File: src/hdl/sdd_pkg.sv
`default_nettype none
package sdd_pkg;

    localparam int unsigned HISTORY_DEPTH_DEF = 128;
    localparam int unsigned SAMPLE_BITS_DEF   = 10;
    localparam int unsigned SLOPE_BITS        = 18;
    localparam int unsigned FALL_BITS         = 19;
    localparam int unsigned FRAC_BITS         = 8;
    localparam int unsigned CFG_ADDR_BITS     = 2;
    localparam int unsigned CFG_DATA_BITS     = 19;
    localparam logic [SLOPE_BITS-1:0] SLOPE_MAX = 18'h3FFFF;

    localparam logic [15:0] DEBOUNCE_RESET  = 16'd500;
    localparam logic [18:0] THRESHOLD_RESET = 19'd3840;
    localparam logic [6:0]  MIN_SPAN_RESET  = 7'd40;
    localparam logic [6:0]  DEPTH_RESET     = 7'd99;
    localparam logic [6:0]  DROP_RESET      = 7'd100;

    typedef enum logic [1:0] {
        OP_DETECT   = 2'd0,
        OP_BASELINE = 2'd1,
        OP_TRIGGER  = 2'd2,
        OP_CLEAR    = 2'd3
    } t_op;

    typedef enum logic [1:0] {
        REG_DEBOUNCE  = 2'd0,
        REG_THRESHOLD = 2'd1,
        REG_MIN_SPAN  = 2'd2,
        REG_DEPTH     = 2'd3
    } t_reg;

    typedef struct packed {
        logic [1:0]  op;
        logic [9:0]  sample;
        logic [31:0] now_ms;
    } t_in_item;

    typedef struct packed {
        logic        fired;
        logic [6:0]  drop_percent;
        logic [6:0]  span_time;
        logic [9:0]  peak_sample;
        logic [17:0] rise_slope;
        logic [18:0] fall_slope;
    } t_out_item;

    // request to the shared divider / status back
    typedef struct packed {
        logic        start;
        logic [25:0] dividend;
        logic [9:0]  divisor;
    } t_div_req;

    typedef struct packed {
        logic        busy;
        logic        done;
        logic [25:0] quotient;
    } t_div_rsp;

endpackage
`default_nettype wire

File: src/hdl/sdd_ram.sv
`default_nettype none
module sdd_ram #(
    parameter int unsigned WIDTH = 10,
    parameter int unsigned DEPTH = 128
) (
    input  wire logic                     i_clk,
    input  wire logic                     i_we,
    input  wire logic [$clog2(DEPTH)-1:0] i_waddr,
    input  wire logic [WIDTH-1:0]         i_wdata,
    input  wire logic [$clog2(DEPTH)-1:0] i_raddr,
    output logic      [WIDTH-1:0]         o_rdata
);
    logic [WIDTH-1:0] r_mem [DEPTH];

    always_ff @(posedge i_clk) begin
        if (i_we) begin
            r_mem[i_waddr] <= i_wdata;
        end
        o_rdata <= r_mem[i_raddr];
    end
endmodule
`default_nettype wire

File: src/hdl/sdd_div.sv
`default_nettype none
// restoring divider, one quotient bit per cycle
module sdd_div (
    input  wire logic              i_clk,
    input  wire logic              i_rst_n,
    input  wire sdd_pkg::t_div_req i_req,
    output sdd_pkg::t_div_rsp      o_rsp
);
    localparam int unsigned NB = 26;
    logic [NB-1:0] r_quo;
    logic [10:0]   r_rem;
    logic [9:0]    r_den;
    logic [4:0]    r_cnt;
    logic          r_busy, r_done;
    logic [10:0]   w_trial;
    logic [11:0]   w_sub;

    always_comb begin
        w_trial = {r_rem[9:0], r_quo[NB-1]};
        w_sub   = {1'b0, w_trial} - {2'b00, r_den};
    end

    always_ff @(posedge i_clk) begin
        if (!i_rst_n) begin
            r_busy <= 1'b0;
            r_done <= 1'b0;
            r_cnt  <= '0;
        end else begin
            r_done <= 1'b0;
            if (i_req.start) begin
                r_busy <= 1'b1;
                r_cnt  <= 5'(NB - 1);
                r_quo  <= i_req.dividend;
                r_den  <= i_req.divisor;
                r_rem  <= '0;
            end else if (r_busy) begin
                if (!w_sub[11]) begin
                    r_rem <= w_sub[10:0];
                    r_quo <= {r_quo[NB-2:0], 1'b1};
                end else begin
                    r_rem <= w_trial;
                    r_quo <= {r_quo[NB-2:0], 1'b0};
                end
                if (r_cnt == '0) begin
                    r_busy <= 1'b0;
                    r_done <= 1'b1;
                end
                r_cnt <= r_cnt - 5'd1;
            end
        end
    end

    assign o_rsp.busy     = r_busy;
    assign o_rsp.done     = r_done;
    assign o_rsp.quotient = r_quo;
endmodule
`default_nettype wire

File: src/hdl/sample_dip_detector.sv
`default_nettype none
// channel  | signals                        | payload
// input    | i_in_valid / o_in_ready        | sdd_pkg::t_in_item
// output   | o_out_valid / i_out_ready      | sdd_pkg::t_out_item
// config   | i_cfg_we, i_cfg_index, i_cfg_data | 19-bit data, write only
//
// Baseline, trigger, clear and non-scanning detect items go from idle through S_OUT
// into the output register. A detect item that scans reads the history RAM one
// entry a cycle, then evaluates and runs the shared 26-bit divider for the fall
// and rise slopes and, when the dip is kept, the drop percent. Reset clears the
// history RAM in one pass before the first item is taken.
// A stalled result holds in the output register; the next item waits until it
// is taken.
module sample_dip_detector #(
    parameter int unsigned HISTORY_DEPTH = sdd_pkg::HISTORY_DEPTH_DEF
) (
    input  wire logic                              i_clk,
    input  wire logic                              i_rst_n,
    input  wire logic                              i_in_valid,
    output logic                                   o_in_ready,
    input  wire sdd_pkg::t_in_item                 i_in_item,
    output logic                                   o_out_valid,
    input  wire logic                              i_out_ready,
    output sdd_pkg::t_out_item                     o_out_item,
    input  wire logic                              i_cfg_we,
    input  wire logic [sdd_pkg::CFG_ADDR_BITS-1:0] i_cfg_index,
    input  wire logic [sdd_pkg::CFG_DATA_BITS-1:0] i_cfg_data
);
    localparam int unsigned AW = $clog2(HISTORY_DEPTH);
    localparam int unsigned CW = $clog2(HISTORY_DEPTH + 1);

    typedef enum logic [8:0] {
        S_CLEAR = 9'b000000001,
        S_IDLE  = 9'b000000010,
        S_SCAN  = 9'b000000100,
        S_EVAL  = 9'b000001000,
        S_FALL  = 9'b000010000,
        S_RISE  = 9'b000100000,
        S_PCT   = 9'b001000000,
        S_KEEP  = 9'b010000000,
        S_OUT   = 9'b100000000
    } t_state;

    t_state r_state;
    logic [15:0] r_debounce;
    logic [18:0] r_threshold;
    logic [6:0]  r_min_span, r_depth;
    logic [AW-1:0] r_widx, r_raddr;
    logic [9:0]  r_prev, r_cur, r_min;
    logic [CW-1:0] r_i, r_min_dist, r_found, r_lim;
    logic          r_rd_valid;
    logic [6:0]  r_drop, r_span;
    logic [9:0]  r_peak;
    logic [17:0] r_rise, r_new_rise;
    logic [18:0] r_fall;
    logic [17:0] r_new_fall;
    logic [31:0] r_mark;
    logic        r_out_valid;
    sdd_pkg::t_out_item r_out;
    logic        r_div_go;

    logic        w_we;
    logic [AW-1:0] w_waddr;
    logic [9:0]  w_wdata, w_rdata;
    sdd_pkg::t_div_req w_req;
    sdd_pkg::t_div_rsp w_rsp;
    logic [17:0] w_sat;
    logic [CW-1:0] w_fd;
    logic [19:0] w_gap;

    sdd_ram #(.WIDTH(10), .DEPTH(HISTORY_DEPTH)) u_hist (
        .i_clk(i_clk), .i_we(w_we), .i_waddr(w_waddr), .i_wdata(w_wdata),
        .i_raddr(r_raddr), .o_rdata(w_rdata)
    );

    sdd_div u_div (.i_clk(i_clk), .i_rst_n(i_rst_n), .i_req(w_req), .o_rsp(w_rsp));

    assign o_in_ready  = (r_state == S_IDLE) && !r_out_valid;
    assign o_out_valid = r_out_valid;
    assign o_out_item  = r_out;

    wire w_acc = i_in_valid && o_in_ready;
    wire sdd_pkg::t_op w_op = sdd_pkg::t_op'(i_in_item.op);

    always_comb begin
        w_we    = 1'b0;
        w_waddr = r_widx;
        w_wdata = i_in_item.sample;
        if (r_state == S_CLEAR) begin
            w_we    = 1'b1;
            w_wdata = '0;
        end else if (w_acc && (w_op == sdd_pkg::OP_DETECT || w_op == sdd_pkg::OP_BASELINE)) begin
            w_we = 1'b1;
        end
    end

    assign w_sat = (|w_rsp.quotient[25:18]) ? sdd_pkg::SLOPE_MAX : w_rsp.quotient[17:0];
    assign w_fd  = r_found - r_min_dist;
    assign w_gap = {2'b00, r_rise} - {r_fall[18], r_fall};

    always_comb begin
        w_req.start    = r_div_go;
        w_req.dividend = {8'd0, r_cur - r_min, 8'd0};
        w_req.divisor  = 10'(w_fd);
        if (r_state == S_RISE) begin
            w_req.divisor = 10'(r_min_dist);
        end else if (r_state == S_PCT) begin
            // minimum * 100 as 64 + 32 + 4
            w_req.dividend = {10'd0, r_min, 6'd0} + {11'd0, r_min, 5'd0}
                           + {14'd0, r_min, 2'd0};
            w_req.divisor  = r_cur;
        end
    end

    always_ff @(posedge i_clk) begin
        if (!i_rst_n) begin
            r_state     <= S_CLEAR;
            r_debounce  <= sdd_pkg::DEBOUNCE_RESET;
            r_threshold <= sdd_pkg::THRESHOLD_RESET;
            r_min_span  <= sdd_pkg::MIN_SPAN_RESET;
            r_depth     <= sdd_pkg::DEPTH_RESET;
            r_widx      <= '0;
            r_prev      <= '0;
            r_drop      <= sdd_pkg::DROP_RESET;
            r_span      <= '0;
            r_peak      <= '0;
            r_rise      <= '0;
            r_fall      <= '0;
            r_mark      <= '0;
            r_out_valid <= 1'b0;
            r_div_go    <= 1'b0;
            r_rd_valid  <= 1'b0;
        end else begin
            r_div_go <= 1'b0;
            if (i_cfg_we) begin
                unique case (sdd_pkg::t_reg'(i_cfg_index))
                    sdd_pkg::REG_DEBOUNCE:  r_debounce  <= i_cfg_data[15:0];
                    sdd_pkg::REG_THRESHOLD: r_threshold <= i_cfg_data;
                    sdd_pkg::REG_MIN_SPAN:  r_min_span  <= i_cfg_data[6:0];
                    sdd_pkg::REG_DEPTH:     r_depth     <= i_cfg_data[6:0];
                    default: ;
                endcase
            end
            if (r_out_valid && i_out_ready) begin
                r_out_valid <= 1'b0;
            end
            unique case (r_state)
                S_CLEAR: begin
                    r_widx <= r_widx + 1'b1;
                    if (r_widx == AW'(HISTORY_DEPTH - 1)) begin
                        r_widx  <= '0;
                        r_state <= S_IDLE;
                    end
                end
                S_IDLE: begin
                    if (w_acc) begin
                        r_out.fired <= 1'b0;
                        r_cur       <= i_in_item.sample;
                        r_min       <= i_in_item.sample;
                        r_min_dist  <= '0;
                        r_found     <= '0;
                        r_i         <= CW'(1);
                        r_rd_valid  <= 1'b0;
                        r_raddr     <= (r_widx == '0) ? AW'(HISTORY_DEPTH - 1)
                                                      : r_widx - 1'b1;
                        r_lim <= (CW'(r_depth) > CW'(HISTORY_DEPTH - 1))
                               ? CW'(HISTORY_DEPTH - 1) : CW'(r_depth);
                        r_state <= S_OUT;
                        unique case (w_op) inside
                            sdd_pkg::OP_DETECT, sdd_pkg::OP_BASELINE: begin
                                r_prev <= i_in_item.sample;
                                r_widx <= (r_widx == AW'(HISTORY_DEPTH - 1)) ? '0
                                                                            : r_widx + 1'b1;
                                if (w_op == sdd_pkg::OP_DETECT
                                        && i_in_item.sample > r_prev
                                        && r_depth != '0) begin
                                    r_state <= S_SCAN;
                                end
                            end
                            sdd_pkg::OP_TRIGGER: begin
                                if (w_gap > {1'b0, r_threshold}) begin
                                    if ((i_in_item.now_ms - r_mark) > {16'd0, r_debounce}) begin
                                        r_mark      <= i_in_item.now_ms;
                                        r_out.fired <= 1'b1;
                                    end else begin
                                        r_drop <= sdd_pkg::DROP_RESET;
                                        r_span <= '0; r_peak <= '0;
                                        r_rise <= '0; r_fall <= '0;
                                    end
                                end
                            end
                            default: begin
                                r_drop <= sdd_pkg::DROP_RESET;
                                r_span <= '0; r_peak <= '0;
                                r_rise <= '0; r_fall <= '0;
                            end
                        endcase
                    end
                end
                S_SCAN: begin
                    // read one entry ahead; r_i names the entry arriving now
                    r_rd_valid <= 1'b1;
                    r_raddr    <= (r_raddr == '0) ? AW'(HISTORY_DEPTH - 1)
                                                  : r_raddr - 1'b1;
                    if (r_rd_valid) begin
                        if (w_rdata == r_cur) begin
                            r_found <= r_i;
                            r_state <= S_EVAL;
                        end else begin
                            if (w_rdata < r_min) begin
                                r_min      <= w_rdata;
                                r_min_dist <= r_i;
                            end
                            r_i <= r_i + 1'b1;
                            if (r_i == r_lim) r_state <= S_EVAL;
                        end
                    end
                end
                S_EVAL: begin
                    if (r_found == '0 || r_min == r_cur
                            || r_found < CW'(r_min_span)) begin
                        r_state <= S_OUT;
                    end else begin
                        r_div_go <= 1'b1;
                        r_state  <= S_FALL;
                    end
                end
                S_FALL: begin
                    if (w_rsp.done) begin
                        r_new_fall <= w_sat;
                        r_div_go   <= 1'b1;
                        r_state    <= S_RISE;
                    end
                end
                S_RISE: begin
                    if (w_rsp.done) begin
                        r_new_rise <= w_sat;
                        // keep only a dip steeper on both sides than the one held
                        if ({1'b0, r_new_fall} > (19'd0 - r_fall) && w_sat > r_rise) begin
                            r_div_go <= 1'b1;
                            r_state  <= S_PCT;
                        end else begin
                            r_state <= S_OUT;
                        end
                    end
                end
                S_PCT: begin
                    if (w_rsp.done) begin
                        r_drop  <= w_rsp.quotient[6:0];
                        r_span  <= r_found[6:0];
                        r_peak  <= r_cur;
                        r_rise  <= r_new_rise;
                        r_fall  <= 19'd0 - {1'b0, r_new_fall};
                        r_state <= S_KEEP;
                    end
                end
                S_KEEP: r_state <= S_OUT;
                S_OUT: begin
                    r_out.drop_percent <= r_drop;
                    r_out.span_time    <= r_span;
                    r_out.peak_sample  <= r_peak;
                    r_out.rise_slope   <= r_rise;
                    r_out.fall_slope   <= r_fall;
                    r_out_valid        <= 1'b1;
                    r_state            <= S_IDLE;
                end
                default: r_state <= S_IDLE;
            endcase
        end
    end

`ifndef SYNTH
    a_ready_idle: assert property (@(posedge i_clk) disable iff (!i_rst_n)
        o_in_ready |-> (r_state == S_IDLE && !r_out_valid))
        else $error("ready outside idle");
    a_out_once: assert property (@(posedge i_clk) disable iff (!i_rst_n)
        (i_in_valid && o_in_ready) |=> !o_in_ready)
        else $error("second item taken");
    a_div_start: assert property (@(posedge i_clk) disable iff (!i_rst_n)
        r_div_go |-> !w_rsp.busy)
        else $error("divider restarted while busy");
    a_fall_sign: assert property (@(posedge i_clk) disable iff (!i_rst_n)
        o_out_valid |-> (o_out_item.fall_slope[18] || o_out_item.fall_slope == '0))
        else $error("fall slope positive");
`endif
endmodule
`default_nettype wire

File: config.mk
export PLATFORM = sky130hd
export DESIGN_NAME = sample_dip_detector
export DESIGN_NICKNAME = d
export VERILOG_FILES = /design/src/hdl/sdd_pkg.sv /design/src/hdl/sdd_ram.sv /design/src/hdl/sdd_div.sv /design/src/hdl/sample_dip_detector.sv
export SDC_FILE = /design/constraint.sdc
export NUM_CORES = 2
export LEC_CHECK = 0
export ABC_AREA = 0
export BUFFER_PORTS_ARGS = -buffer_cell sky130_fd_sc_hd__buf_2
export CORE_MARGIN = 2
export CORE_UTILIZATION = 60
export DETAILED_ROUTE_END_ITERATION = 16
export PLACE_DENSITY_LB_ADDON = 0.08
export SYNTH_ARGS = -nofsm -noshare
export SYNTH_HDL_FRONTEND = slang
export SYNTH_SLANG_ARGS = --single-unit
File: constraint.sdc
create_clock -name i_clk -period 7.81 [get_ports i_clk]
set_input_delay 0.3905 -clock i_clk [delete_from_list [all_inputs] [get_ports i_clk]]
set_output_delay 0.3905 -clock i_clk [all_outputs]
set_load 0.05 [all_outputs]
==> run metrics <==
status=finished clean; Async SR Flop Fraction=0%; post-route cell area=80300 µm²; Critical Path AT=6680 ps; Switching Fraction=22.4%; share of layout cells above drive strength 1=18.4%; Tmin final=5970 ps; syn_nets=4785; Switch Pwr=0.00425 W; count leader, synth=edfxtp_1; fin nets=5002; Hold Path Class=in2reg; number of DRC markers in iteration 0=4390; synth top area cells=edfxtp_1 (62%), mux4_2 (12%), dfxtp_1 (5.2%), ha_1 (3.4%), nand2_1 (1.8%); Fmax=0.167 GHz; Starting Density=60.6%; Num CTS Buffers=167; part of the power in the clock network=41.7%; clk_lat worst skew=830 ps; Syn Inst Count=4508; compound-cell area share of the yosys netlist=5.20%; register share of total power=52.9%; first-pass GRT wire length=254000 µm; Max Slew Vio Count=0; routability congestion estimate=0.868; mapped cell area=71800 µm²; vias per cell=6.23; ANT nets after route=0; number of global-route vias before repair=40000; CTS Buffer Depth=3; total congestion overflow=0; CTS tree=built; CP startpoint kind=register; Synth Area in Simple Gates=6.37%; share of the synthesized area in the top cell type=62.0%; required time of the critical path=8510 ps; dpl cells=6092; post-synth cell types=82; Synth Area per Inst=15.9 µm²; largest family of logic cells by synthesized area=multiplexers; max_cap viols=0; Yosys top cell by area=edfxtp_1; most frequent cells after synthesis=edfxtp_1 (1482), mux4_2 (377), nand2_1 (345); WL final=170000 µm; CTS H-Tree Depth=4; P_int=0.0147 W; Post-synth top flop=edfxtp_1; Clock Skews=41.6 ps; dpl cell area=74200 µm²; Lkg Pwr=27.1 nW; Sink Count=1670; die area=122000 µm²; Global Route Usage Sum=28.1%; CTS Root Cell=clkbuf_16; num rows=126; Sum Neg Setup Slack=0 ps; Resized Gates After CTS=0; worst vdd ir=0.000214 V; pin count of the biggest net entering global routing=120; Setup crit end kind=register; actual slew at the worst max-slew pin=1260 ps; I/O Buffers=133; synthesis-stage register bit count=1670; cell area power density=236 nW/µm²; fin crit share=76.5%; Detailed Routing Iterations Pass 1=6; io pins=134; YS warnings=0; Final Worst Setup Slack=1840 ps; CP max FO=9; post-synthesis sequential area ratio=67.2%; relative slew slack=16.0%; number of synthesized flops with an enable pin=1482; clk slew on worst S/H paths=60 ps; Post-Synth Adder-Cell Area=3.73%; Die Ht=350 µm; Setup Crit Path Kind=reg2reg; die width=350 µm; Area Overhead vs Synth=11.9%; Detail Placement HPWL=106000 µm; # setup viols final=0; Core Area=118000 µm²; DP Worst Slack=1910 ps; drc violations=0; Synth Area in XOR/XNOR=1.63%; DR WL/cell=26.2 µm; vias post-DR=40300; Final Hold Viols=0; antenna violations before repair=1; multiplexer area fraction after synthesis=13.5%; Logic pwr share=5.4%; RSZ-0062 raised after global routing=no; Post-Layout Cell Count=6463
sequential cells by signal (all words and copies together) (netlist names), 16 cells and up:
name	cells
o_out_item	62
r_debounce	16
r_fall	19
r_mark	32
r_new_fall	18
r_new_rise	18
r_rise	18
r_threshold	19
u_div.r_quo	26
u_hist.r_mem	1280
power by group through the flow:
stage	Combinational (W)	Clock (W)	Sequential, W
finish	0.00103	0.00791	0.0101
global route	0.00110	0.00836	0.0101
CTS	0.00102	0.00803	0.0101
detailed placement	0.000991	0	0.0102
global placement	0.000966	0	0.0102
floorplan	0.000546	0	0.0103
layout make-up:
class,count,area (µm²)
sequential,1670,48300
multi-input combinational,2411,21900
clock buffer,201,4430
timing repair buffer,266,1890
antenna,1,2.50
tap,1600,2000
inverter,209,786
clock inverter,105,1010
fill,7897,38100
critical path: stages, from the launching register on:
cell	delay (ps)
dfxtp_1	440
ha_1	210
inv_1	60
fa_1	400
a21o_1	180
a21oi_1	210
o21bai_1	90
a21oi_1	300
o21ai_0	240
a41oi_1	390
a311o_1	230
a21oi_1	60
nor2_1	130
xor2_1	90
ha_1	320
nand4_1	90
or4_1	480
o21ai_0	170
a211oi_1	70
nor3_1	320
buf_4	220
nor3b_1	60
o2111ai_1	170
and2_1	670
mux2i_1	260
metrics by stage:
| step | hold slack [ps] | total power (W) | utilization [%] |
|---|---|---|---|
| final | 105 | 0.0190 | 67.8 |
| after global routing | 105 | 0.0195 | 67.8 |
| after CTS | 50.5 | 0.0191 | 67.8 |
| after detailed placement | 415 | 0.0112 | 62.7 |
| after global placement | 413 | 0.0112 | 62.7 |
| after floorplan | 408 | 0.0108 | - |
worst paths after layout:
| kind | startpoint | end | slack (ps) | depth (start not counted) |
|---|---|---|---|---|
| max | r_fall[0] | r_fall[14] | 1840 | 24 |
| min reg2reg | r_drop[1] | o_out_item[55] | 420 | 0 |
| min | i_cfg_index[0] | r_min_span[1] | 100 | 4 |
| max reg2reg | r_fall[0] | r_fall[14] | 1840 | 24 |
kinds of logic after synthesis:
| group | Yosys count |
|---|---|
| mux | 494 |
| buf+inv | 427 |
| compound gates | 595 |
| xor+xnor | 134 |
| flops | 1670 |
| fa+ha+maj | 207 |
| simple gates | 981 |
layer usage:
layer | up-vias | part of all wire [%] | global-route usage [%]
li1 | 17900 | - | -
met1 | 20500 | 41 | 39.7
met2 | 1544 | 49 | 45.4
met3 | 258 | 7.1 | 4.74
met4 | 2 | 2.7 | 8.90
met5 | - | 0.0077 | 0
repair_timing:
item                                   CTS  global route
endpoints found under the hold margin  110             0
buffers inserted                         0             0
hold buffers                            64             0
placed cells by master, fill, tap and decap left out, types with 99 or more instances in the layout:
master / n
edfxtp_1: 1482
mux4_2: 377
nand2_1: 344
nor2_1: 266
a21oi_1: 215
inv_1: 207
ha_1: 195
dfxtp_1: 187
clkbuf_16: 169
buf_2: 132
mux2i_1: 101
o21ai_0: 99
Power figures use the tool's default switching activity.
